### config.mk
export PLATFORM = sky130hd
export DESIGN_NAME = hex_float_formatter_unit
export DESIGN_NICKNAME = d
export VERILOG_FILES = /design/src/rtl/core/hff_pkg.sv /design/src/rtl/core/hex_float_formatter_unit.sv /design/src/rtl/core/hff_front.sv /design/src/rtl/core/hff_queue.sv /design/src/rtl/core/hff_back.sv
export VERILOG_INCLUDE_DIRS = /design/src /design/src/rtl/core
export SDC_FILE = /design/constraint.sdc
export NUM_CORES = 1
export LEC_CHECK = 0
export ABC_AREA = 1
export BUFFER_PORTS_ARGS = -buffer_cell sky130_fd_sc_hd__buf_4
export CORE_ASPECT_RATIO = 1.5
export CORE_MARGIN = 4
export CORE_UTILIZATION = 50
export CTS_CLUSTER_DIAMETER = 120
export CTS_CLUSTER_SIZE = 24
export DETAILED_ROUTE_END_ITERATION = 7
export GPL_TIMING_DRIVEN = 0
export PLACE_DENSITY = 0.7
export SYNTH_ARGS = -nofsm -noshare
export SYNTH_HDL_FRONTEND = slang
export SYNTH_SLANG_ARGS = --single-unit
### constraint.sdc
create_clock -name i_clk -period 13 [get_ports i_clk]
set_clock_uncertainty 0.05 [all_clocks]
set_input_delay 2.6 -clock i_clk [delete_from_list [all_inputs] [get_ports i_clk]]
set_output_delay 2.6 -clock i_clk [all_outputs]
set_load 0.01 [all_outputs]
### src/rtl/core/hex_float_formatter_unit_macros.svh
// ----------------------------------------------------------------------------
// hex_float_formatter_unit_macros
// Assertion macros used by the formatter RTL.
// ----------------------------------------------------------------------------
`ifndef HEX_FLOAT_FORMATTER_UNIT_MACROS_SVH
`define HEX_FLOAT_FORMATTER_UNIT_MACROS_SVH

// same-cycle implication, disabled during reset
`define HFF_ASSERT(label, clk, rst_n, ante, cons) \
    label: assert property (@(posedge clk) disable iff (!(rst_n)) (ante) |-> (cons)) \
        else $error("hff assertion failed");

// next-cycle implication, disabled during reset
`define HFF_ASSERT_NEXT(label, clk, rst_n, ante, cons) \
    label: assert property (@(posedge clk) disable iff (!(rst_n)) (ante) |=> (cons)) \
        else $error("hff assertion failed");

`endif

### src/rtl/core/hff_pkg.sv
// ----------------------------------------------------------------------------
// hff_pkg
// Types and constants of the hex float formatter.
// ----------------------------------------------------------------------------
`default_nettype none

package hff_pkg;

    localparam int QUEUE_DEPTH = 4;
    localparam int QUEUE_PTR_W = $clog2(QUEUE_DEPTH);
    localparam int QUEUE_CNT_W = $clog2(QUEUE_DEPTH + 1);

    localparam int FRAC_W = 52;
    localparam int EXP_W  = 11;
    localparam int MAG_W  = 10;
    localparam int POS_W  = 5;
    localparam int DEC_W  = 16;

    localparam logic [EXP_W-1:0] EXP_ALL_ONES = 11'h7FF;
    localparam logic [EXP_W-1:0] EXP_BIAS     = 11'd1023;
    localparam logic [MAG_W-1:0] SUB_MAG      = 10'd1022;
    localparam logic [7:0]       RECIP10      = 8'd205;

    // text positions of a finite nonzero number
    localparam logic [POS_W-1:0] POS_SIGN  = 5'd0;
    localparam logic [POS_W-1:0] POS_ZERO  = 5'd1;
    localparam logic [POS_W-1:0] POS_X     = 5'd2;
    localparam logic [POS_W-1:0] POS_LEAD  = 5'd3;
    localparam logic [POS_W-1:0] POS_POINT = 5'd4;
    localparam logic [POS_W-1:0] POS_FRAC  = 5'd5;
    localparam logic [POS_W-1:0] POS_P     = 5'd18;
    localparam logic [POS_W-1:0] POS_ESIGN = 5'd19;
    localparam logic [POS_W-1:0] POS_DEC   = 5'd20;

    localparam logic [POS_W-1:0] LAST_WORD = 5'd3;
    localparam logic [POS_W-1:0] LAST_ZERO = 5'd6;

    localparam logic [7:0] CH_MINUS = 8'h2D;
    localparam logic [7:0] CH_PLUS  = 8'h2B;
    localparam logic [7:0] CH_POINT = 8'h2E;
    localparam logic [7:0] CH_0     = 8'h30;
    localparam logic [7:0] CH_1     = 8'h31;
    localparam logic [7:0] CH_LC_A  = 8'h61;
    localparam logic [7:0] CH_LC_F  = 8'h66;
    localparam logic [7:0] CH_LC_I  = 8'h69;
    localparam logic [7:0] CH_LC_N  = 8'h6E;
    localparam logic [7:0] CH_LC_P  = 8'h70;
    localparam logic [7:0] CH_LC_X  = 8'h78;
    localparam logic [7:0] CASE_OFFSET = 8'h20;

    typedef struct packed {
        logic [63:0] value_bits;
        logic        uppercase;
    } t_in_item;

    typedef struct packed {
        logic [7:0] character;
        logic       last;
    } t_out_item;

    typedef enum logic [1:0] {
        KIND_NAN,
        KIND_INF,
        KIND_ZERO,
        KIND_NUM
    } t_kind;

    typedef struct packed {
        t_kind             kind;
        logic              up;
        logic              sign_shown;
        logic              sub;
        logic              exp_neg;
        logic [FRAC_W-1:0] frac;
        logic [DEC_W-1:0]  dec_text;
        logic [POS_W-1:0]  last_pos;
    } t_job;

    typedef struct packed {
        logic valid;
        t_job job;
    } t_head;

endpackage

`default_nettype wire

### src/rtl/core/hex_float_formatter_unit.sv
// ----------------------------------------------------------------------------
// hex_float_formatter_unit
// Formats binary64 bit patterns as %a / %A text, one character per item.
// ----------------------------------------------------------------------------
// Each input item (a 64-bit double pattern and a case flag) produces 3 to 24
// output items, one ASCII character each, the final one marked by last. The
// output register emits one character per cycle while the output is ready,
// and consecutive numbers stream with no gap. A two-stage front pipeline
// classifies each number and converts its exponent to decimal, then parks it
// in a four-entry job queue; the front keeps accepting numbers while the back
// is still printing, until the queue fills. A number passes through both front
// stages and the job queue before its first character reaches the output
// register.
// ----------------------------------------------------------------------------
`default_nettype none

module hex_float_formatter_unit (
    input  wire                    logic i_clk,
    input  wire                    logic i_rst_n,
    input  wire                    logic i_in_valid,
    output                         logic o_in_ready,
    input  wire hff_pkg::t_in_item     i_in_item,
    output                         logic o_out_valid,
    input  wire                    logic i_out_ready,
    output hff_pkg::t_out_item         o_out_item
);
    import hff_pkg::*;

    logic  w_job_valid;
    logic  w_job_ready;
    t_job  w_job;
    t_head w_head;
    logic  w_pop;

    hff_front u_front (
        .i_clk       (i_clk),
        .i_rst_n     (i_rst_n),
        .i_in_valid  (i_in_valid),
        .o_in_ready  (o_in_ready),
        .i_in_item   (i_in_item),
        .o_job_valid (w_job_valid),
        .i_job_ready (w_job_ready),
        .o_job       (w_job)
    );

    hff_queue u_queue (
        .i_clk      (i_clk),
        .i_rst_n    (i_rst_n),
        .i_wr_valid (w_job_valid),
        .o_wr_ready (w_job_ready),
        .i_wr_job   (w_job),
        .o_head     (w_head),
        .i_pop      (w_pop)
    );

    hff_back u_back (
        .i_clk       (i_clk),
        .i_rst_n     (i_rst_n),
        .i_head      (w_head),
        .o_pop       (w_pop),
        .o_out_valid (o_out_valid),
        .i_out_ready (i_out_ready),
        .o_out_item  (o_out_item)
    );

endmodule

`default_nettype wire

### src/rtl/core/hff_front.sv
// ----------------------------------------------------------------------------
// hff_front
// Classifies each number and converts its exponent to decimal digits.
// ----------------------------------------------------------------------------
`default_nettype none

module hff_front (
    input  wire                logic i_clk,
    input  wire                logic i_rst_n,
    input  wire                logic i_in_valid,
    output                     logic o_in_ready,
    input  wire hff_pkg::t_in_item i_in_item,
    output                     logic o_job_valid,
    input  wire                logic i_job_ready,
    output hff_pkg::t_job          o_job
);
    import hff_pkg::*;

    logic              w_adv1;
    logic              w_adv2;
    logic              w_neg;
    logic [EXP_W-1:0]  w_ef;
    logic [FRAC_W-1:0] w_frac;
    t_job              w_job;
    logic [MAG_W-1:0]  w_mag;

    logic              r_s1_valid;
    t_job              r_s1_job;
    logic [MAG_W-1:0]  r_s1_mag;

    logic [17:0]       w_prod1;
    logic [6:0]        w_q1;
    logic [MAG_W-1:0]  w_ten_q1;
    logic [MAG_W-1:0]  w_rem0;

    logic              r_s2_valid;
    t_job              r_s2_job;
    logic [6:0]        r_s2_q1;
    logic [3:0]        r_s2_d0;

    logic [14:0]       w_prod2;
    logic [3:0]        w_q2;
    logic [6:0]        w_ten_q2;
    logic [6:0]        w_rem1;
    logic [3:0]        w_d1;
    logic [3:0]        w_d2;
    logic [3:0]        w_d3;
    logic              w_ge10;
    logic [2:0]        w_nd;
    logic [DEC_W-1:0]  w_dec_text;

    assign w_adv2     = !r_s2_valid || i_job_ready;
    assign w_adv1     = !r_s1_valid || w_adv2;
    assign o_in_ready = w_adv1;

    assign w_neg  = i_in_item.value_bits[63];
    assign w_ef   = i_in_item.value_bits[62:52];
    assign w_frac = i_in_item.value_bits[51:0];

    always_comb begin
        w_job          = '0;
        w_job.up       = i_in_item.uppercase;
        w_job.sub      = (w_ef == '0);
        w_job.exp_neg  = (w_ef < EXP_BIAS);
        w_job.frac     = w_frac;
        priority if (w_ef == EXP_ALL_ONES) begin
            w_job.kind     = (|w_frac) ? KIND_NAN : KIND_INF;
            w_job.last_pos = LAST_WORD;
        end else if (w_ef == '0 && !(|w_frac)) begin
            w_job.kind     = KIND_ZERO;
            w_job.last_pos = LAST_ZERO;
        end else begin
            w_job.kind     = KIND_NUM;
            w_job.last_pos = POS_ESIGN;
        end
        w_job.sign_shown = w_neg && (w_job.kind == KIND_INF || w_job.kind == KIND_NUM);
        priority if (w_ef == '0) begin
            w_mag = SUB_MAG;
        end else if (w_job.exp_neg) begin
            w_mag = MAG_W'(EXP_BIAS - w_ef);
        end else begin
            w_mag = MAG_W'(w_ef - EXP_BIAS);
        end
    end

    always_ff @(posedge i_clk) begin
        if (!i_rst_n) begin
            r_s1_valid <= 1'b0;
        end else if (w_adv1) begin
            r_s1_valid <= i_in_valid;
        end
    end

    always_ff @(posedge i_clk) begin
        if (i_in_valid && w_adv1) begin
            r_s1_job <= w_job;
            r_s1_mag <= w_mag;
        end
    end

    // lowest decimal digit: multiply by reciprocal of ten
    assign w_prod1  = 18'(r_s1_mag) * 18'(RECIP10);
    assign w_q1     = w_prod1[17:11];
    assign w_ten_q1 = MAG_W'({w_q1, 3'b000}) + MAG_W'({w_q1, 1'b0});
    assign w_rem0   = r_s1_mag - w_ten_q1;

    always_ff @(posedge i_clk) begin
        if (!i_rst_n) begin
            r_s2_valid <= 1'b0;
        end else if (w_adv2) begin
            r_s2_valid <= r_s1_valid;
        end
    end

    always_ff @(posedge i_clk) begin
        if (r_s1_valid && w_adv2) begin
            r_s2_job <= r_s1_job;
            r_s2_q1  <= w_q1;
            r_s2_d0  <= w_rem0[3:0];
        end
    end

    // remaining digits; quotient after two steps stays at or below ten
    assign w_prod2  = 15'(r_s2_q1) * 15'(RECIP10);
    assign w_q2     = w_prod2[14:11];
    assign w_ten_q2 = 7'({w_q2, 3'b000}) + 7'({w_q2, 1'b0});
    assign w_rem1   = r_s2_q1 - w_ten_q2;
    assign w_d1     = w_rem1[3:0];
    assign w_ge10   = (w_q2 >= 4'd10);
    assign w_d3     = w_ge10 ? 4'd1 : 4'd0;
    assign w_d2     = w_ge10 ? (w_q2 - 4'd10) : w_q2;

    always_comb begin
        priority if (r_s2_q1 == '0) begin
            w_nd       = 3'd1;
            w_dec_text = {r_s2_d0, 12'h000};
        end else if (w_q2 == '0) begin
            w_nd       = 3'd2;
            w_dec_text = {w_d1, r_s2_d0, 8'h00};
        end else if (!w_ge10) begin
            w_nd       = 3'd3;
            w_dec_text = {w_d2, w_d1, r_s2_d0, 4'h0};
        end else begin
            w_nd       = 3'd4;
            w_dec_text = {w_d3, w_d2, w_d1, r_s2_d0};
        end
    end

    always_comb begin
        o_job          = r_s2_job;
        o_job.dec_text = w_dec_text;
        if (r_s2_job.kind == KIND_NUM) begin
            o_job.last_pos = POS_ESIGN + POS_W'(w_nd);
        end
    end

    assign o_job_valid = r_s2_valid;

endmodule

`default_nettype wire

### src/rtl/core/hff_queue.sv
// ----------------------------------------------------------------------------
// hff_queue
// Short job queue between the classifying front and the text back end.
// ----------------------------------------------------------------------------
`default_nettype none

module hff_queue (
    input  wire            logic i_clk,
    input  wire            logic i_rst_n,
    input  wire            logic i_wr_valid,
    output                 logic o_wr_ready,
    input  wire hff_pkg::t_job i_wr_job,
    output hff_pkg::t_head     o_head,
    input  wire            logic i_pop
);
    import hff_pkg::*;

    t_job                   r_mem [QUEUE_DEPTH];
    logic [QUEUE_PTR_W-1:0] r_wr_ptr;
    logic [QUEUE_PTR_W-1:0] r_rd_ptr;
    logic [QUEUE_CNT_W-1:0] r_count;
    logic                   w_wr;

    assign o_wr_ready   = (r_count != QUEUE_CNT_W'(QUEUE_DEPTH));
    assign w_wr         = i_wr_valid && o_wr_ready;
    assign o_head.valid = (r_count != '0);
    assign o_head.job   = r_mem[r_rd_ptr];

    always_ff @(posedge i_clk) begin
        if (w_wr) begin
            r_mem[r_wr_ptr] <= i_wr_job;
        end
    end

    always_ff @(posedge i_clk) begin
        if (!i_rst_n) begin
            r_wr_ptr <= '0;
            r_rd_ptr <= '0;
            r_count  <= '0;
        end else begin
            if (w_wr) begin
                r_wr_ptr <= (r_wr_ptr == QUEUE_PTR_W'(QUEUE_DEPTH - 1)) ? '0 : r_wr_ptr + 1'b1;
            end
            if (i_pop) begin
                r_rd_ptr <= (r_rd_ptr == QUEUE_PTR_W'(QUEUE_DEPTH - 1)) ? '0 : r_rd_ptr + 1'b1;
            end
            unique case ({w_wr, i_pop})
                2'b10:   r_count <= r_count + 1'b1;
                2'b01:   r_count <= r_count - 1'b1;
                default: r_count <= r_count;
            endcase
        end
    end

endmodule

`default_nettype wire

### src/rtl/core/hff_back.sv
// ----------------------------------------------------------------------------
// hff_back
// Walks the text of the head job and emits one character per cycle while the output is ready.
// ----------------------------------------------------------------------------
`default_nettype none

`include "hex_float_formatter_unit_macros.svh"

module hff_back (
    input  wire                 logic i_clk,
    input  wire                 logic i_rst_n,
    input  wire hff_pkg::t_head     i_head,
    output                      logic o_pop,
    output                      logic o_out_valid,
    input  wire                 logic i_out_ready,
    output hff_pkg::t_out_item      o_out_item
);
    import hff_pkg::*;

    function automatic logic [7:0] text_char(t_job job, logic [POS_W-1:0] pos);
        logic [7:0] ch;
        logic       letter;
        logic [3:0] fi;
        logic [1:0] di;
        logic [3:0] nib;
        ch     = CH_0;
        letter = 1'b0;
        fi     = 4'(pos - POS_FRAC);
        di     = 2'(pos - POS_DEC);
        nib    = 4'(job.frac >> (6'd48 - {fi, 2'b00}));
        unique case (job.kind)
            KIND_NAN: begin
                letter = 1'b1;
                ch     = (pos == POS_X) ? CH_LC_A : CH_LC_N;
            end
            KIND_INF: begin
                priority if (pos == POS_SIGN) begin
                    ch = CH_MINUS;
                end else begin
                    letter = 1'b1;
                    ch = (pos == POS_ZERO) ? CH_LC_I : ((pos == POS_X) ? CH_LC_N : CH_LC_F);
                end
            end
            KIND_ZERO: begin
                priority if (pos == POS_X) begin
                    letter = 1'b1;
                    ch     = CH_LC_X;
                end else if (pos == POS_POINT) begin
                    letter = 1'b1;
                    ch     = CH_LC_P;
                end else if (pos == POS_FRAC) begin
                    ch = CH_PLUS;
                end else begin
                    ch = CH_0;
                end
            end
            KIND_NUM: begin
                priority if (pos == POS_SIGN) begin
                    ch = CH_MINUS;
                end else if (pos == POS_ZERO) begin
                    ch = CH_0;
                end else if (pos == POS_X) begin
                    letter = 1'b1;
                    ch     = CH_LC_X;
                end else if (pos == POS_LEAD) begin
                    ch = job.sub ? CH_0 : CH_1;
                end else if (pos == POS_POINT) begin
                    ch = CH_POINT;
                end else if (pos < POS_P) begin
                    if (nib < 4'd10) begin
                        ch = CH_0 + 8'(nib);
                    end else begin
                        letter = 1'b1;
                        ch     = CH_LC_A + 8'(nib) - 8'd10;
                    end
                end else if (pos == POS_P) begin
                    letter = 1'b1;
                    ch     = CH_LC_P;
                end else if (pos == POS_ESIGN) begin
                    ch = job.exp_neg ? CH_MINUS : CH_PLUS;
                end else begin
                    ch = CH_0 + 8'(4'(job.dec_text >> (5'd12 - {di, 2'b00})));
                end
            end
        endcase
        if (letter && job.up) begin
            ch = ch - CASE_OFFSET;
        end
        return ch;
    endfunction

    logic [POS_W-1:0] r_step;
    logic [POS_W-1:0] w_pos;
    logic             w_load;
    logic             w_last;
    logic             r_out_valid;
    t_out_item        r_out_item;

    assign w_pos  = r_step + POS_W'(!i_head.job.sign_shown);
    assign w_last = (w_pos == i_head.job.last_pos);
    assign w_load = i_head.valid && (!r_out_valid || i_out_ready);
    assign o_pop  = w_load && w_last;

    always_ff @(posedge i_clk) begin
        if (!i_rst_n) begin
            r_step      <= '0;
            r_out_valid <= 1'b0;
        end else begin
            if (w_load) begin
                r_step <= w_last ? '0 : r_step + 1'b1;
            end
            if (w_load) begin
                r_out_valid <= 1'b1;
            end else if (i_out_ready) begin
                r_out_valid <= 1'b0;
            end
        end
    end

    always_ff @(posedge i_clk) begin
        if (w_load) begin
            r_out_item.character <= text_char(i_head.job, w_pos);
            r_out_item.last      <= w_last;
        end
    end

    assign o_out_valid = r_out_valid;
    assign o_out_item  = r_out_item;

    `HFF_ASSERT(a_pos_in_text, i_clk, i_rst_n, i_head.valid, w_pos <= i_head.job.last_pos)
    `HFF_ASSERT_NEXT(a_step_clears, i_clk, i_rst_n, o_pop, r_step == '0)
    `HFF_ASSERT(a_sign_first, i_clk, i_rst_n, i_head.valid && w_pos == POS_SIGN, i_head.job.sign_shown && r_step == '0)

endmodule

`default_nettype wire
==> Flow_metrics.wiki, run 1 <==
{| class="wikitable"
! Metric !! Value
|-
| Slew HR || 0.300
|-
| H-Tree Level Count || 1
|-
| Final-report hold violation count || 0
|-
| Max Slew Vio Count || 0
|-
| Number of setup buffers added after CTS || 0
|-
| Crit path top cell by count || sky130_fd_sc_hd__nand2_1
|-
| Critical path required time || 13,290 ps
|-
| Yosys cell types || 50
|-
| First-pass GRT wire length || between 70,000 and 80,000 µm
|-
| TritonCTS clock tree || done
|-
| Proportion of total power due to net switching || 0.364
|-
| Area share of the leading cell type in the synthesized netlist || 0.635
|-
| Buffers on Ports || 79
|-
| Cell types with the largest area share after synthesis || sky130_fd_sc_hd__edfxtp_1 63%, sky130_fd_sc_hd__ha_1 6.1%, sky130_fd_sc_hd__nand2_1 4.9%
|-
| Number of maximum-capacitance constraint violations || 0
|-
| X dimension of the die || 180 µm
|-
| Total length of routed met3 wires || 3050 µm
|-
| Utilization after layout || 0.560
|-
| Most frequent cells in the layout || 468 x sky130_fd_sc_hd__edfxtp_1, 287 x sky130_fd_sc_hd__nand2_1, 230 x sky130_fd_sc_hd__nor2_1
|-
| Placement-stage cell area || 23,800 µm²
|-
| Area of the mapped netlist || 22,100 µm²
|-
| Worst-case clock buffer depth || 3
|-
| Total gr overflow || 0
|-
| Critical-path top delay cell || sky130_fd_sc_hd__nor2_4
|-
| Proportion of power drawn by the clock network || 0.169
|-
| Sequential fraction of design power || 0.432
|-
| Most common cell after layout, fill and taps aside || sky130_fd_sc_hd__edfxtp_1
|-
| Cts hold-fix bufs || 0
|-
| Final period utilization || 0.417
|-
| Slew at the pin with the worst max-slew slack || 1040 ps
|-
| Critical path peak fanout || 10
|-
| Area growth from synthesis to layout || 10.8%
|-
| Design area || around 25,000 µm²
|-
| Hpwl dp || 35,600 µm
|-
| Gate count of the mapped netlist || 1,871
|-
| Net count reported at finish || 2,197
|-
| Via count || 14,100
|-
| Y dimension of the die || 266 µm
|-
| Arrival time worst endpoint || roughly 5700 ps
|-
| Root buffer selected by CTS || sky130_fd_sc_hd__clkbuf_16
|-
| Upper clock frequency limit || ~180 MHz
|-
| Layout cell share with drive strength beyond 1 || 0.105
|-
| Sort of element at the start of the critical path || register
|-
| Sum of routed wire length over all layers || about 50,000 µm
|-
| Static leakage || 9.60 nW
|-
| Final Wtd Congestion || 0.888
|-
| Switching power summed over all nets || roughly 1.8 mW
|-
| Internal cell power || 3.12 mW
|-
| Initial Utilization || 0.505
|-
| DRC errors left || 0
|-
| Worst vdd rail ir drop || 0.201 mV
|-
| Crit Path Category || reg2reg
|-
| Kind of capture point of the worst setup path || register
|-
| Detailed route wirelength on metal2 || 25,500 µm
|-
| Synth warnings || 0
|-
| Post-route ant nets || 0
|-
| Highest metal layer with signal wires || met4
|-
| Initial antenna violation count || 0
|-
| Die outline area || 47,800 µm²
|-
| Power share of the combinational group || 0.399
|-
| DRC violation total after the first TritonRoute iteration || 1,218
|-
| Detailed-route wire length on metal 1 || 19,500 µm
|-
| Min Tclk post-route || 5420 ps
|-
| Cell type with the largest total area after synthesis || sky130_fd_sc_hd__edfxtp_1
|-
| Min-delay worst type || reg2reg
|-
| Overall Power || 4.90 mW
|-
| # diodes || 0
|-
| PwrDens || 200 nW/µm²
|-
| Wire length per cell || 19.1 µm
|-
| Synthesized flop and latch total || 485
|-
| First-pass iteration count of the detailed router || 5
|-
| Post-CTS Resized || 0
|-
| Floorplan core area || 43,900 µm²
|-
| Result of the run || finished, final reports clean
|-
| Setup repair after global routing missed its margin || no
|-
| Number of top-level design ports || 80
|-
| Number of buffers inserted during clock tree synthesis || 24
|-
| Clk_lat worst skew || 580 ps
|-
| Clock transition at the registers of the reported paths || 100 ps
|-
| Avg Inst Size Synth || 11.8 µm²
|-
| Standard-cell rows || 94
|-
| Setup violators final || 0
|-
| # clock sinks || just under 500
|-
| Detailed-route vias per instance || around 5.5
|-
| Share of synthesized area occupied by flip-flops and latches || 0.650
|-
| Via count of the first global-routing pass || 14,100
|-
| Setup TNS || 0 ps
|-
| All-layer global routing usage || 0.205
|-
| Max incr delay on CP || between 300 and 400 ps
|-
| Pin count of the biggest net entering global routing || 58
|-
| Number of fill cells in the layout || 3,593
|}
final timing paths:
| path | start | end | slack [ps] | cells past startpoint |
|---|---|---|---|---|
| worst max-delay path | register | u_back.o_out_item[3] | 7580 | 28 |
| worst min register to register | u_front.r_s1_job[46] | u_front.o_job[46] | 370 | 0 |
| worst max register to register | register | u_back.o_out_item[3] | 7580 | 28 |
| worst min-delay path | u_front.r_s1_job[46] | u_front.o_job[46] | 370 | 0 |
area by class of cell:
cell class | count | area, µm² | share of cell area
Clock inverter | 2 | 50.0 | 0.00204
Multi-Input combinational cell | 1126 | 6640 | 0.271
Inverter | 203 | 767 | 0.0312
Tap cell | 576 | 721 | 0.0294
Sequential cell | 485 | 14400 | 0.586
Buffer | 61 | 395 | 0.0161
Clock buffer | 42 | 668 | 0.0272
Timing Repair Buffer | 93 | 911 | 0.0371
cells in the mapped netlist, drive strengths merged:
cell	instances
a22oi	1
fa	26
o21bai	3
a21oi	51
inv	203
a41oi	1
nor3	14
nor4b	1
nand3	98
ha	108
edfxtp	468
buf	48
o211a	1
xor2	28
xnor2	10
o22ai	25
clkbuf	13
nand3b	1
nor4	15
a211oi	4
o211ai	16
nand2	297
o21ai	147
a21boi	2
a32o	5
conb	1
a221oi	1
or2	5
dfxtp	17
a32oi	2
nor2	241
and3	1
a21o	2
nand4	13
a31oi	2
critical path: cells and delay by family, from the launching register on:
family | cells | cell delay, ps
compound gates | 4 | 620
fa+ha+maj | 3 | 610
buf+inv | 9 | 1880
flops | 1 | 330
simple gates | 12 | 1650
per-layer routing:
layer	GRT usage	vias to the layer above
li1	-	6705
met4	0.0631	0
met3	0.0197	85
met1	0.261	6885
met5	0	-
met2	0.372	444
registers in the layout (all words and copies together) (netlist names), named ones only:
register	flops
u_queue.r_mem	316
u_front.r_s1_job	61
u_front.o_job	58
u_front.r_s1_mag	10
u_back.o_out_item	9
u_front.r_s2_q1	7
u_back.r_step	5
u_front.r_s2_d0	4
u_front.r_s2_job	3
u_queue.r_count	3
u_queue.r_rd_ptr	2
u_queue.r_wr_ptr	2
u_back.o_out_valid	1
u_front.o_job_valid	1
u_front.r_s1_valid	1
metrics by stage:
step                      std cells  worst slack (ps)  hold WS, ps
after detailed placement       2544              7350          355
after global placement         2530              5460          351
final                          2588              7580          367
after global routing           2588              7300          367
after CTS                      2588              7610          368
after floorplan                1875              8220          350
cells by family after synthesis:
kind of cell | Yosys count | synth area share
simple gates | 686 | 0.130
flops | 485 | 0.650
buf+inv | 264 | 0.0523
compound gates | 263 | 0.0675
fa+ha+maj | 134 | 0.0845
xor+xnor | 38 | 0.0154
other cells | 1 | 0.000169
power groups by stage:
| stage | registers (mW) | logic [mW] | clock network, mW |
|---|---|---|---|
| 6_report | 2.12 | 1.95 | 0.829 |
| 5_1_grt | 2.13 | 2.28 | 0.909 |
| 4_1_cts | 2.12 | 1.96 | 0.841 |
| 3_5_place_dp | 2.15 | 1.95 | 0 |
| 3_3_place_gp | 2.16 | 1.87 | 0 |
| 2_1_floorplan | 2.14 | 1.44 | 0 |
(Power assumes the default switching activity.)
==> inputs of run 2 (changes only) <==
--- a/config.mk
+++ b/config.mk
@@ -6,7 +6,7 @@
 export SDC_FILE = /design/constraint.sdc
 export NUM_CORES = 1
 export LEC_CHECK = 0
-export ABC_AREA = 1
+export ABC_AREA = 0
 export BUFFER_PORTS_ARGS = -buffer_cell sky130_fd_sc_hd__buf_4
 export CORE_ASPECT_RATIO = 1.5
 export CORE_MARGIN = 4
==> constraint.sdc (replaced) <==
create_clock -name i_clk -period 5.1 [get_ports i_clk]
set_clock_uncertainty 0.05 [all_clocks]
set_input_delay 1.02 -clock i_clk [delete_from_list [all_inputs] [get_ports i_clk]]
set_output_delay 1.02 -clock i_clk [all_outputs]
set_load 0.01 [all_outputs]
==> run 2 against run 1 <==
Compared with the run above:
- non-clock buffer count decreased by 8
- synthesized cell count down 32%
- sequential power increased to 2.5 times the previous value
- critical path depth decreased by 9
- largest power group is now combinational logic
- critical path type unchanged
- flip-flop and latch count stayed put
- register-to-register slack worse by 7500 ps
==> Flow_metrics.wiki, run 2 <==
{| class="wikitable"
! Metric !! Value
|-
| Worst-case clock buffer depth || 3 (unchanged)
|-
| Static leakage || 8.55 nW (was 9.60 nW)
|-
| Wire length per cell || 22.2 µm (was 19.1 µm)
|-
| Hold path cells || 0 (unchanged)
|-
| Via count || 11,400 (was 14,100)
|-
| H-Tree Level Count || 1 (unchanged)
|-
| Number of maximum-capacitance constraint violations || 0 (unchanged)
|-
| Net count reported at finish || 1,611 (was 2,197)
|-
| All-layer global routing usage || 0.189 (was 0.205)
|-
| Hpwl dp || 30,700 µm (was 35,600 µm)
|-
| Terminating pin of the worst hold path || u_front.r_s2_job[4] (was u_front.o_job[46])
|-
| Worst r2r src || u_front.r_s2_q1[5]
|-
| Crit Path Category || reg2reg (unchanged)
|-
| Worst R2R Path Depth || 19 (was 28)
|-
| First-pass GRT wire length || 67,900 µm (was 77,200 µm)
|-
| Area growth from synthesis to layout || 12.4% (was 10.8%)
|-
| Area of the mapped netlist || 21,600 µm² (was 22,100 µm²)
|-
| Min Tclk post-route || 4970 ps (was 5420 ps)
|-
| DRC violation total after the first TritonRoute iteration || 813 (was 1,218)
|-
| Share of synthesized area occupied by flip-flops and latches || 0.666 (was 0.650)
|-
| Y dimension of the die || 263 µm (was 266 µm)
|-
| Cell types with the largest area share after synthesis || sky130_fd_sc_hd__edfxtp_1 65%, sky130_fd_sc_hd__mux4_2 9.6%, sky130_fd_sc_hd__ha_1 6.2% (was sky130_fd_sc_hd__edfxtp_1 63%, sky130_fd_sc_hd__ha_1 6.1%, sky130_fd_sc_hd__nand2_1 4.9%)
|-
| Slew at the pin with the worst max-slew slack || 1030 ps (was 1040 ps)
|-
| Initial antenna violation count || 0 (unchanged)
|-
| Most common cell after layout, fill and taps aside || sky130_fd_sc_hd__edfxtp_1 (unchanged)
|-
| Number of buffers inserted during clock tree synthesis || 24 (unchanged)
|-
| # clock sinks || 485 (unchanged)
|-
| First-pass iteration count of the detailed router || 5 (unchanged)
|-
| Root buffer selected by CTS || sky130_fd_sc_hd__clkbuf_16 (unchanged)
|-
| Max Slew Vio Count || 0 (unchanged)
|-
| Final period utilization || 0.975 (was 0.417)
|-
| Final-report hold violation count || 0 (unchanged)
|-
| RR Endpoint || u_queue.r_mem[0][16] (was u_back.o_out_item[3])
|-
| Number of top-level design ports || 80 (unchanged)
|-
| DRC errors left || 0 (unchanged)
|-
| Avg Inst Size Synth || 17.0 µm² (was 11.8 µm²)
|-
| Final Wtd Congestion || 0.874 (was 0.888)
|-
| Main synth FF type || sky130_fd_sc_hd__edfxtp_1 (unchanged)
|-
| TritonCTS clock tree || done (unchanged)
|-
| Fraction of synthesis flops using an asynchronous set or reset pin || 0 (unchanged)
|-
| Most frequent cells in the layout || 468 x sky130_fd_sc_hd__edfxtp_1, 104 x sky130_fd_sc_hd__buf_4, 104 x sky130_fd_sc_hd__ha_1 (was 468 x sky130_fd_sc_hd__edfxtp_1, 287 x sky130_fd_sc_hd__nand2_1, 230 x sky130_fd_sc_hd__nor2_1)
|-
| Area share of the leading cell type in the synthesized netlist || 0.650 (was 0.635)
|-
| Number of synthesized flops with an enable pin || 468 (unchanged)
|-
| Synth warnings || 0 (unchanged)
|-
| Via count of the first global-routing pass || 11,900 (was 14,100)
|-
| Sum of routed wire length over all layers || 44,100 µm (was 49,500 µm)
|-
| Floorplan core area || 42,800 µm² (was 43,900 µm²)
|-
| Layout cell share with drive strength beyond 1 || 0.213 (was 0.105)
|-
| Buffers on Ports || 79 (unchanged)
|-
| Reg2Reg Setup Slack || 130 ps (was 7580 ps)
|-
| Standard-cell rows || 93 (was 94)
|-
| Critical path peak fanout || 4 (was 10)
|-
| Pin count of the biggest net entering global routing || 55 (was 58)
|-
| Cell type with the largest total area after synthesis || sky130_fd_sc_hd__edfxtp_1 (unchanged)
|-
| Most common cell in the synthesized netlist || sky130_fd_sc_hd__edfxtp_1 (unchanged)
|-
| Synthesized flop and latch total || 485 (unchanged)
|-
| Result of the run || finished, final reports clean (unchanged)
|-
| Slew HR || 0.306 (was 0.300)
|-
| Hold wc startpoint || u_front.r_s1_job[4] (was u_front.r_s1_job[46])
|-
| Gate count of the mapped netlist || 1,271 (was 1,871)
|-
| Setup violators final || 0 (unchanged)
|-
| Kind of capture point of the worst setup path || register (unchanged)
|-
| Cts hold-fix bufs || 0 (unchanged)
|-
| # diodes || 0 (unchanged)
|-
| X dimension of the die || 178 µm (was 180 µm)
|-
| Total gr overflow || 0 (unchanged)
|-
| PwrDens || 521 nW/µm² (was 200 nW/µm²)
|-
| Sort of element at the start of the critical path || register (unchanged)
|-
| Post-route ant nets || 0 (unchanged)
|-
| Reg with most FFs || u_queue.r_mem (unchanged)
|-
| Clk_lat worst skew || 560 ps (was 580 ps)
|-
| Upper clock frequency limit || 201 MHz (was 185 MHz)
|-
| Critical path required time || 5360 ps (was 13,290 ps)
|-
| Worst vdd rail ir drop || 0.484 mV (was 0.201 mV)
|-
| Min-delay worst type || reg2reg (unchanged)
|-
| Overall Power || 12.7 mW (was 4.90 mW)
|-
| Clock transition at the registers of the reported paths || 90 ps (was 100 ps)
|-
| Yosys cell types || 75 (was 50)
|-
| Arrival time worst endpoint || 5230 ps (was 5710 ps)
|-
| Utilization after layout || 0.568 (was 0.560)
|-
| Initial Utilization || 0.505 (about the same)
|-
| Flip-flop count of the largest register after layout || 316 (unchanged)
|-
| Die outline area || 46,700 µm² (was 47,800 µm²)
|-
| Top post-synthesis cells by count || 468 x sky130_fd_sc_hd__edfxtp_1, 108 x sky130_fd_sc_hd__ha_1, 102 x sky130_fd_sc_hd__inv_1, 92 x sky130_fd_sc_hd__mux4_2, 49 x sky130_fd_sc_hd__nor2_1 (was 468 x sky130_fd_sc_hd__edfxtp_1, 287 x sky130_fd_sc_hd__nand2_1, 234 x sky130_fd_sc_hd__nor2_1, 194 x sky130_fd_sc_hd__inv_1, 123 x sky130_fd_sc_hd__o21ai_0)
|-
| Detailed-route vias per instance || 5.73 (was 5.46)
|}
-- run 2: cell types whose count changed after synthesis, moves of 12 or more --
| cell | before | now |
|---|---|---|
| sky130_fd_sc_hd__o211ai_1 | 16 | 3 |
| sky130_fd_sc_hd__nand2_1 | 287 | 48 |
| sky130_fd_sc_hd__buf_2 | 25 | 5 |
| sky130_fd_sc_hd__and2_1 | 0 | 12 |
| sky130_fd_sc_hd__nor2_1 | 234 | 49 |
| sky130_fd_sc_hd__inv_1 | 194 | 102 |
| sky130_fd_sc_hd__mux4_2 | 0 | 92 |
| sky130_fd_sc_hd__and3_1 | 1 | 14 |
| sky130_fd_sc_hd__o21ai_1 | 24 | 0 |
| sky130_fd_sc_hd__nand3_1 | 96 | 17 |
| sky130_fd_sc_hd__xnor2_1 | 10 | 24 |
| sky130_fd_sc_hd__o22ai_1 | 24 | 5 |
| sky130_fd_sc_hd__a21oi_1 | 49 | 31 |
| sky130_fd_sc_hd__o21ai_0 | 123 | 34 |
-- run 2: worst max path at each step --
stage,startpoint,end,slack [ps],cells past startpoint
5_1_grt,u_front.r_s2_q1[5],u_queue.r_mem[3][16],-50,19
2_1_floorplan,register,u_back.o_out_item[5],250,18
3_3_place_gp,u_queue.r_count[0],u_front.o_job[62],-1800,3
3_5_place_dp,register,u_back.o_out_item[3],-1560,18
4_1_cts,register,u_queue.r_count[2],10,20
6_report,u_front.r_s2_q1[5],u_queue.r_mem[0][16],130,19
-- run 2: kinds of logic after synthesis --
logic type / Yosys count / share of synthesized area
XOR/XNOR: 48 / 0.0235
AO/OA/AOI/OAI: 137 / 0.0423
adder cells (fa/ha/maj): 134 / 0.0865
buffers and inverters: 143 / 0.0284
flip-flops: 485 / 0.666
other: 1 / 0.000173
AND/OR/NAND/NOR: 219 / 0.0521
multiplexers: 104 / 0.101
-- run 2: worst max-delay path, stage by stage (launching register included) --
cell,delay (ps)
sky130_fd_sc_hd__edfxtp_1,470
sky130_fd_sc_hd__inv_1,160
sky130_fd_sc_hd__ha_4,230
sky130_fd_sc_hd__fa_1,410
sky130_fd_sc_hd__inv_1,90
sky130_fd_sc_hd__fa_1,440
sky130_fd_sc_hd__ha_1,310
sky130_fd_sc_hd__ha_1,300
sky130_fd_sc_hd__a21o_1,190
sky130_fd_sc_hd__a21oi_4,190
sky130_fd_sc_hd__o211ai_1,180
sky130_fd_sc_hd__and2_4,240
sky130_fd_sc_hd__xnor2_4,170
sky130_fd_sc_hd__inv_1,100
sky130_fd_sc_hd__ha_1,200
sky130_fd_sc_hd__xnor2_1,160
sky130_fd_sc_hd__xnor3_2,310
sky130_fd_sc_hd__xnor2_2,160
sky130_fd_sc_hd__mux2i_1,200
sky130_fd_sc_hd__o22ai_2,150
-- run 2: layout make-up --
cell class / count / area [µm²]
Fill cell: 3342 / 18500
Sequential cell: 485 / 14400
Multi-Input combinational cell: 647 / 6920
Timing Repair Buffer: 113 / 993
Tap cell: 570 / 713
Clock buffer: 31 / 628
Inverter: 104 / 390
Buffer: 33 / 245
Clock inverter: 2 / 36.3
-- run 2: what timing repair did --
action | CTS | global route
setup buffers | 11 | 15
endpoints found under the setup margin | 80 | 68
gates cloned | 0 | 1
gates resized for setup | 28 | 29
endpoints found under the hold margin | 0 | 0
pin swaps | 2 | 7
-- run 2: power breakdown --
group	internal, mW	switching (mW)
registers	5.20	0.102
logic	2.23	3.08
clock network	0.881	1.17
total	8.31	4.36
-- run 2: per-layer routing --
metal / routed length (µm) / vias up / track usage / share of wire
met5: 0 / - / 0 / 0
met4: 1110 / 0 / 0.0504 / 0.025
met3: 1820 / 67 / 0.0173 / 0.041
met2: 23900 / 309 / 0.342 / 0.54
met1: 17200 / 5836 / 0.243 / 0.39
li1: - / 5167 / - / -
-- run 2: through the flow --
stage	setup TNS [ps]	cells	setup WS, ps	area [µm²]	hold WS, ps
2_1_floorplan	0	1275	255	21600	350
3_3_place_gp	-148810	1924	-1800	22900	350
3_5_place_dp	-24660	1931	-1560	23100	355
4_1_cts	0	1970	13.1	24000	372
5_1_grt	-315	1985	-46.5	24300	381
6_report	0	1985	128	24300	375
==> inputs of run 3 (changes only) <==
--- a/config.mk
+++ b/config.mk
@@ -7,6 +7,7 @@
 export NUM_CORES = 1
 export LEC_CHECK = 0
 export ABC_AREA = 0
+export ABC_CLOCK_PERIOD_IN_PS = 6300
 export BUFFER_PORTS_ARGS = -buffer_cell sky130_fd_sc_hd__buf_4
 export CORE_ASPECT_RATIO = 1.5
 export CORE_MARGIN = 4
@@ -16,6 +17,7 @@
 export DETAILED_ROUTE_END_ITERATION = 7
 export GPL_TIMING_DRIVEN = 0
 export PLACE_DENSITY = 0.7
+export SLEW_MARGIN = 10
 export SYNTH_ARGS = -nofsm -noshare
 export SYNTH_HDL_FRONTEND = slang
 export SYNTH_SLANG_ARGS = --single-unit
==> constraint.sdc (replaced) <==
create_clock -name i_clk -period 6.3 [get_ports i_clk]
set_clock_uncertainty 0.05 [all_clocks]
set_input_delay 1.26 -clock i_clk [delete_from_list [all_inputs] [get_ports i_clk]]
set_output_delay 1.26 -clock i_clk [all_outputs]
set_load 0.01 [all_outputs]
==> run 3 against run 2 <==
Compared with the run above:
- non-clock buffer count shrank 20
- combinational power shrank 32%
- largest cell class unchanged
- die area is the same
- largest power group is now registers
- critical path type unchanged
- power shrank 24%
- global-route usage shrank 0.14 points
==> Flow_metrics.wiki, run 3 (same netlist as run 2, synthesis figures left out) <==
{| class="wikitable"
! Metric !! Value
|-
| Critical path required time || 6550 ps (was 5360 ps)
|-
| Upper clock frequency limit || 173 MHz (was 201 MHz)
|-
| Static leakage || 8.40 nW (was 8.55 nW)
|-
| Proportion of power drawn by the clock network || 0.175 (was 0.162)
|-
| Slew HR || 0.362 (was 0.306)
|-
| Slew at the pin with the worst max-slew slack || 948 ps (was 1030 ps)
|-
| Sort of element at the start of the critical path || register (unchanged)
|-
| Internal cell power || 6.36 mW (was 8.31 mW)
|-
| Buffers on Ports || 79 (unchanged)
|-
| Number of top-level design ports || 80 (unchanged)
|-
| Detailed-route vias per instance || 5.69 (was 5.73)
|-
| Critical path peak fanout || 19 (was 4)
|-
| Net count reported at finish || 1,591 (was 1,611)
|-
| Sequential fraction of design power || 0.448 (was 0.418)
|-
| Sum of routed wire length over all layers || 42,800 µm (was 44,100 µm)
|-
| Kind of capture point of the worst setup path || register (unchanged)
|-
| Arrival time worst endpoint || 6030 ps (was 5230 ps)
|-
| Y dimension of the die || 263 µm (unchanged)
|-
| Reg2Reg Setup Slack || 520 ps (was 130 ps)
|-
| Worst R2R Path Depth || 17 (was 19)
|-
| Power share of the combinational group || 0.378 (was 0.419)
|-
| Clk_lat worst skew || 570 ps (was 560 ps)
|-
| Max Slew Vio Count || 0 (unchanged)
|-
| Initial antenna violation count || 0 (unchanged)
|-
| Pin count of the biggest net entering global routing || 44 (was 55)
|-
| Floorplan core area || 42,800 µm² (unchanged)
|-
| Critical Path Sink || u_back.o_out_item[3] (was u_queue.r_mem[0][16])
|-
| Crit Path Category || reg2reg (unchanged)
|-
| Setup repair after global routing missed its margin || no
|-
| Critical-path top delay cell || sky130_fd_sc_hd__mux4_2 (was sky130_fd_sc_hd__edfxtp_1)
|-
| Cts hold-fix bufs || 0 (unchanged)
|-
| Proportion of total power due to net switching || 0.339 (was 0.344)
|-
| Number of setup buffers added after CTS || 0 (was 11)
|-
| Most common cell after layout, fill and taps aside || sky130_fd_sc_hd__edfxtp_1 (unchanged)
|-
| Setup violators final || 0 (unchanged)
|-
| Hold wc startpoint || u_front.r_s1_job[2] (was u_front.r_s1_job[4])
|-
| Switching power summed over all nets || 3.26 mW (was 4.36 mW)
|-
| Initial Utilization || 0.505 (unchanged)
|-
| PwrDens || 403 nW/µm² (was 521 nW/µm²)
|-
| Max incr delay on CP || 650 ps (was 470 ps)
|-
| DRC violation total after the first TritonRoute iteration || 828 (was 813)
|-
| Result of the run || finished, final reports clean (unchanged)
|-
| # clock sinks || 485 (unchanged)
|-
| Final Wtd Congestion || 0.874 (unchanged)
|-
| H-Tree Level Count || 1 (unchanged)
|-
| Layout cell share with drive strength beyond 1 || 0.179 (was 0.213)
|-
| Clock transition at the registers of the reported paths || 100 ps (was 90 ps)
|-
| Via count of the first global-routing pass || 11,900 (about the same)
|-
| First-pass iteration count of the detailed router || 6 (was 5)
|-
| Number of maximum-capacitance constraint violations || 0 (unchanged)
|-
| Most frequent cells in the layout || 468 x sky130_fd_sc_hd__edfxtp_1, 108 x sky130_fd_sc_hd__ha_1, 102 x sky130_fd_sc_hd__inv_1 (was 468 x sky130_fd_sc_hd__edfxtp_1, 104 x sky130_fd_sc_hd__buf_4, 104 x sky130_fd_sc_hd__ha_1)
|-
| Root buffer selected by CTS || sky130_fd_sc_hd__clkbuf_16 (unchanged)
|-
| Number of buffers inserted during clock tree synthesis || 24 (unchanged)
|-
| Worst vdd rail ir drop || 0.397 mV (was 0.484 mV)
|-
| Flip-flop count of the largest register after layout || 316 (unchanged)
|-
| Hold WS || 365 ps (was 375 ps)
|-
| Standard-cell rows || 93 (unchanged)
|-
| Total gr overflow || 0 (unchanged)
|-
| Via count || 11,200 (was 11,400)
|-
| Min-delay worst type || reg2reg (unchanged)
|-
| Number of fill cells in the layout || 3,401 (was 3,342)
|-
| Die outline area || 46,700 µm² (unchanged)
|-
| Wire length per cell || 21.8 µm (was 22.2 µm)
|-
| TritonCTS clock tree || done (unchanged)
|-
| Final-report hold violation count || 0 (unchanged)
|-
| Reg with most FFs || u_queue.r_mem (unchanged)
|-
| Area growth from synthesis to layout || 10.5% (was 12.4%)
|-
| Crit-path cells || buf_2, buf_4, buf_2, clkbuf_2, mux4_2, inv_1, ha_1, ha_1, xnor2_2, xnor2_4, mux4_2, mux4_2, clkinv_1, ha_1, a21oi_1, o21ai_0, a22oi_1 (was inv_1, ha_4, fa_1, inv_1, fa_1, ha_1, ha_1, a21o_1, a21oi_4, o211ai_1, and2_4, xnor2_4, inv_1, ha_1, xnor2_1, xnor3_2, xnor2_2, mux2i_1, o22ai_2)
|-
| Hpwl dp || 31,000 µm (was 30,700 µm)
|-
| First-pass GRT wire length || 67,700 µm (was 67,900 µm)
|-
| RR Endpoint || u_back.o_out_item[3] (was u_queue.r_mem[0][16])
|-
| Non-filler cells, final || 1,965 (was 1,985)
|-
| # diodes || 0 (unchanged)
|-
| DRC errors left || 0 (unchanged)
|-
| X dimension of the die || 178 µm (unchanged)
|-
| All-layer global routing usage || 0.187 (was 0.189)
|-
| Worst-case clock buffer depth || 3 (unchanged)
|-
| Post-route ant nets || 0 (unchanged)
|-
| Min Tclk post-route || 5780 ps (was 4970 ps)
|-
| Dpl cells || 1,934 (was 1,931)
|-
| Final period utilization || 0.917 (was 0.975)
|}
==> run 3: changes by cell type in the layout (fill, tap and decap cells not counted), sizes merged <==
| cell | before | now |
|---|---|---|
| buf | 128 | 107 |
| clkbuf | 49 | 50 |
==> run 3: critical path, delay by kind of cell (launching register included) <==
family | cells | cell delay, ps
DFF | 1 | 380
buffers and inverters | 6 | 1560
xor gates and xnor gates | 2 | 720
AOI/OAI and AO/OA | 3 | 530
muxes | 3 | 1580
adders and majority gates | 3 | 660
==> run 3: power groups by stage <==
| stage | clock network [mW] | logic (mW) | registers (mW) |
|---|---|---|---|
| 4_1_cts | 1.73 | 3.67 | 4.31 |
| 6_report | 1.68 | 3.63 | 4.31 |
| 5_1_grt | 1.84 | 4.15 | 4.32 |
| 2_1_floorplan | 0 | 2.67 | 4.34 |
| 3_3_place_gp | 0 | 3.48 | 4.38 |
| 3_5_place_dp | 0 | 3.63 | 4.38 |
==> run 3: per-layer routing <==
| metal | routed length [µm] | GRT usage | vias to the layer above |
|---|---|---|---|
| met4 | 853 | 0.0425 | 0 |
| li1 | - | - | 5127 |
| met3 | 1600 | 0.0154 | 44 |
| met2 | 23300 | 0.342 | 250 |
| met5 | 0 | 0 | - |
| met1 | 17100 | 0.244 | 5757 |
==> run 3: final cells by class <==
cell class	instances	area [µm²]	share of cell area
buffer	37	216	0.00906
clock buffer	31	648	0.0271
clock inverter	2	32.5	0.00136
inverter	104	390	0.0163
multi-input combinational	647	6700	0.280
sequential	485	14400	0.602
tap	570	713	0.0298
timing repair buffer	89	808	0.0338
==> run 3: how the worst min path moves through the flow <==
stage,to,slack [ps],depth (start not counted)
2_1_floorplan,u_front.o_job[21],350,0
3_3_place_gp,u_front.o_job[62],350,0
3_5_place_dp,u_front.o_job[23],350,0
4_1_cts,u_front.r_s2_job[2],370,0
5_1_grt,u_front.o_job[67],380,0
6_report,u_front.r_s2_job[2],370,0
==> run 3: timing repair <==
item                       in CTS  in global routing
gates cloned                    0                  0
setup endpoints to repair       6                  4
resized for setup               2                  2
==> run 3: stage by stage <==
step / area, µm² / TNS [ps] / utilization / power [mW] / setup WS (ps)
floorplan: 21600 / 0 / - / 7.01 / 1450
global route: 23900 / 0 / 0.558 / 10.3 / 142
finish: 23900 / 0 / 0.558 / 9.62 / 524
global placement: 22900 / -43740 / 0.536 / 7.86 / -600
detailed placement: 23200 / -1230 / 0.542 / 8.02 / -422
CTS: 23900 / 0 / 0.558 / 9.70 / 47.7
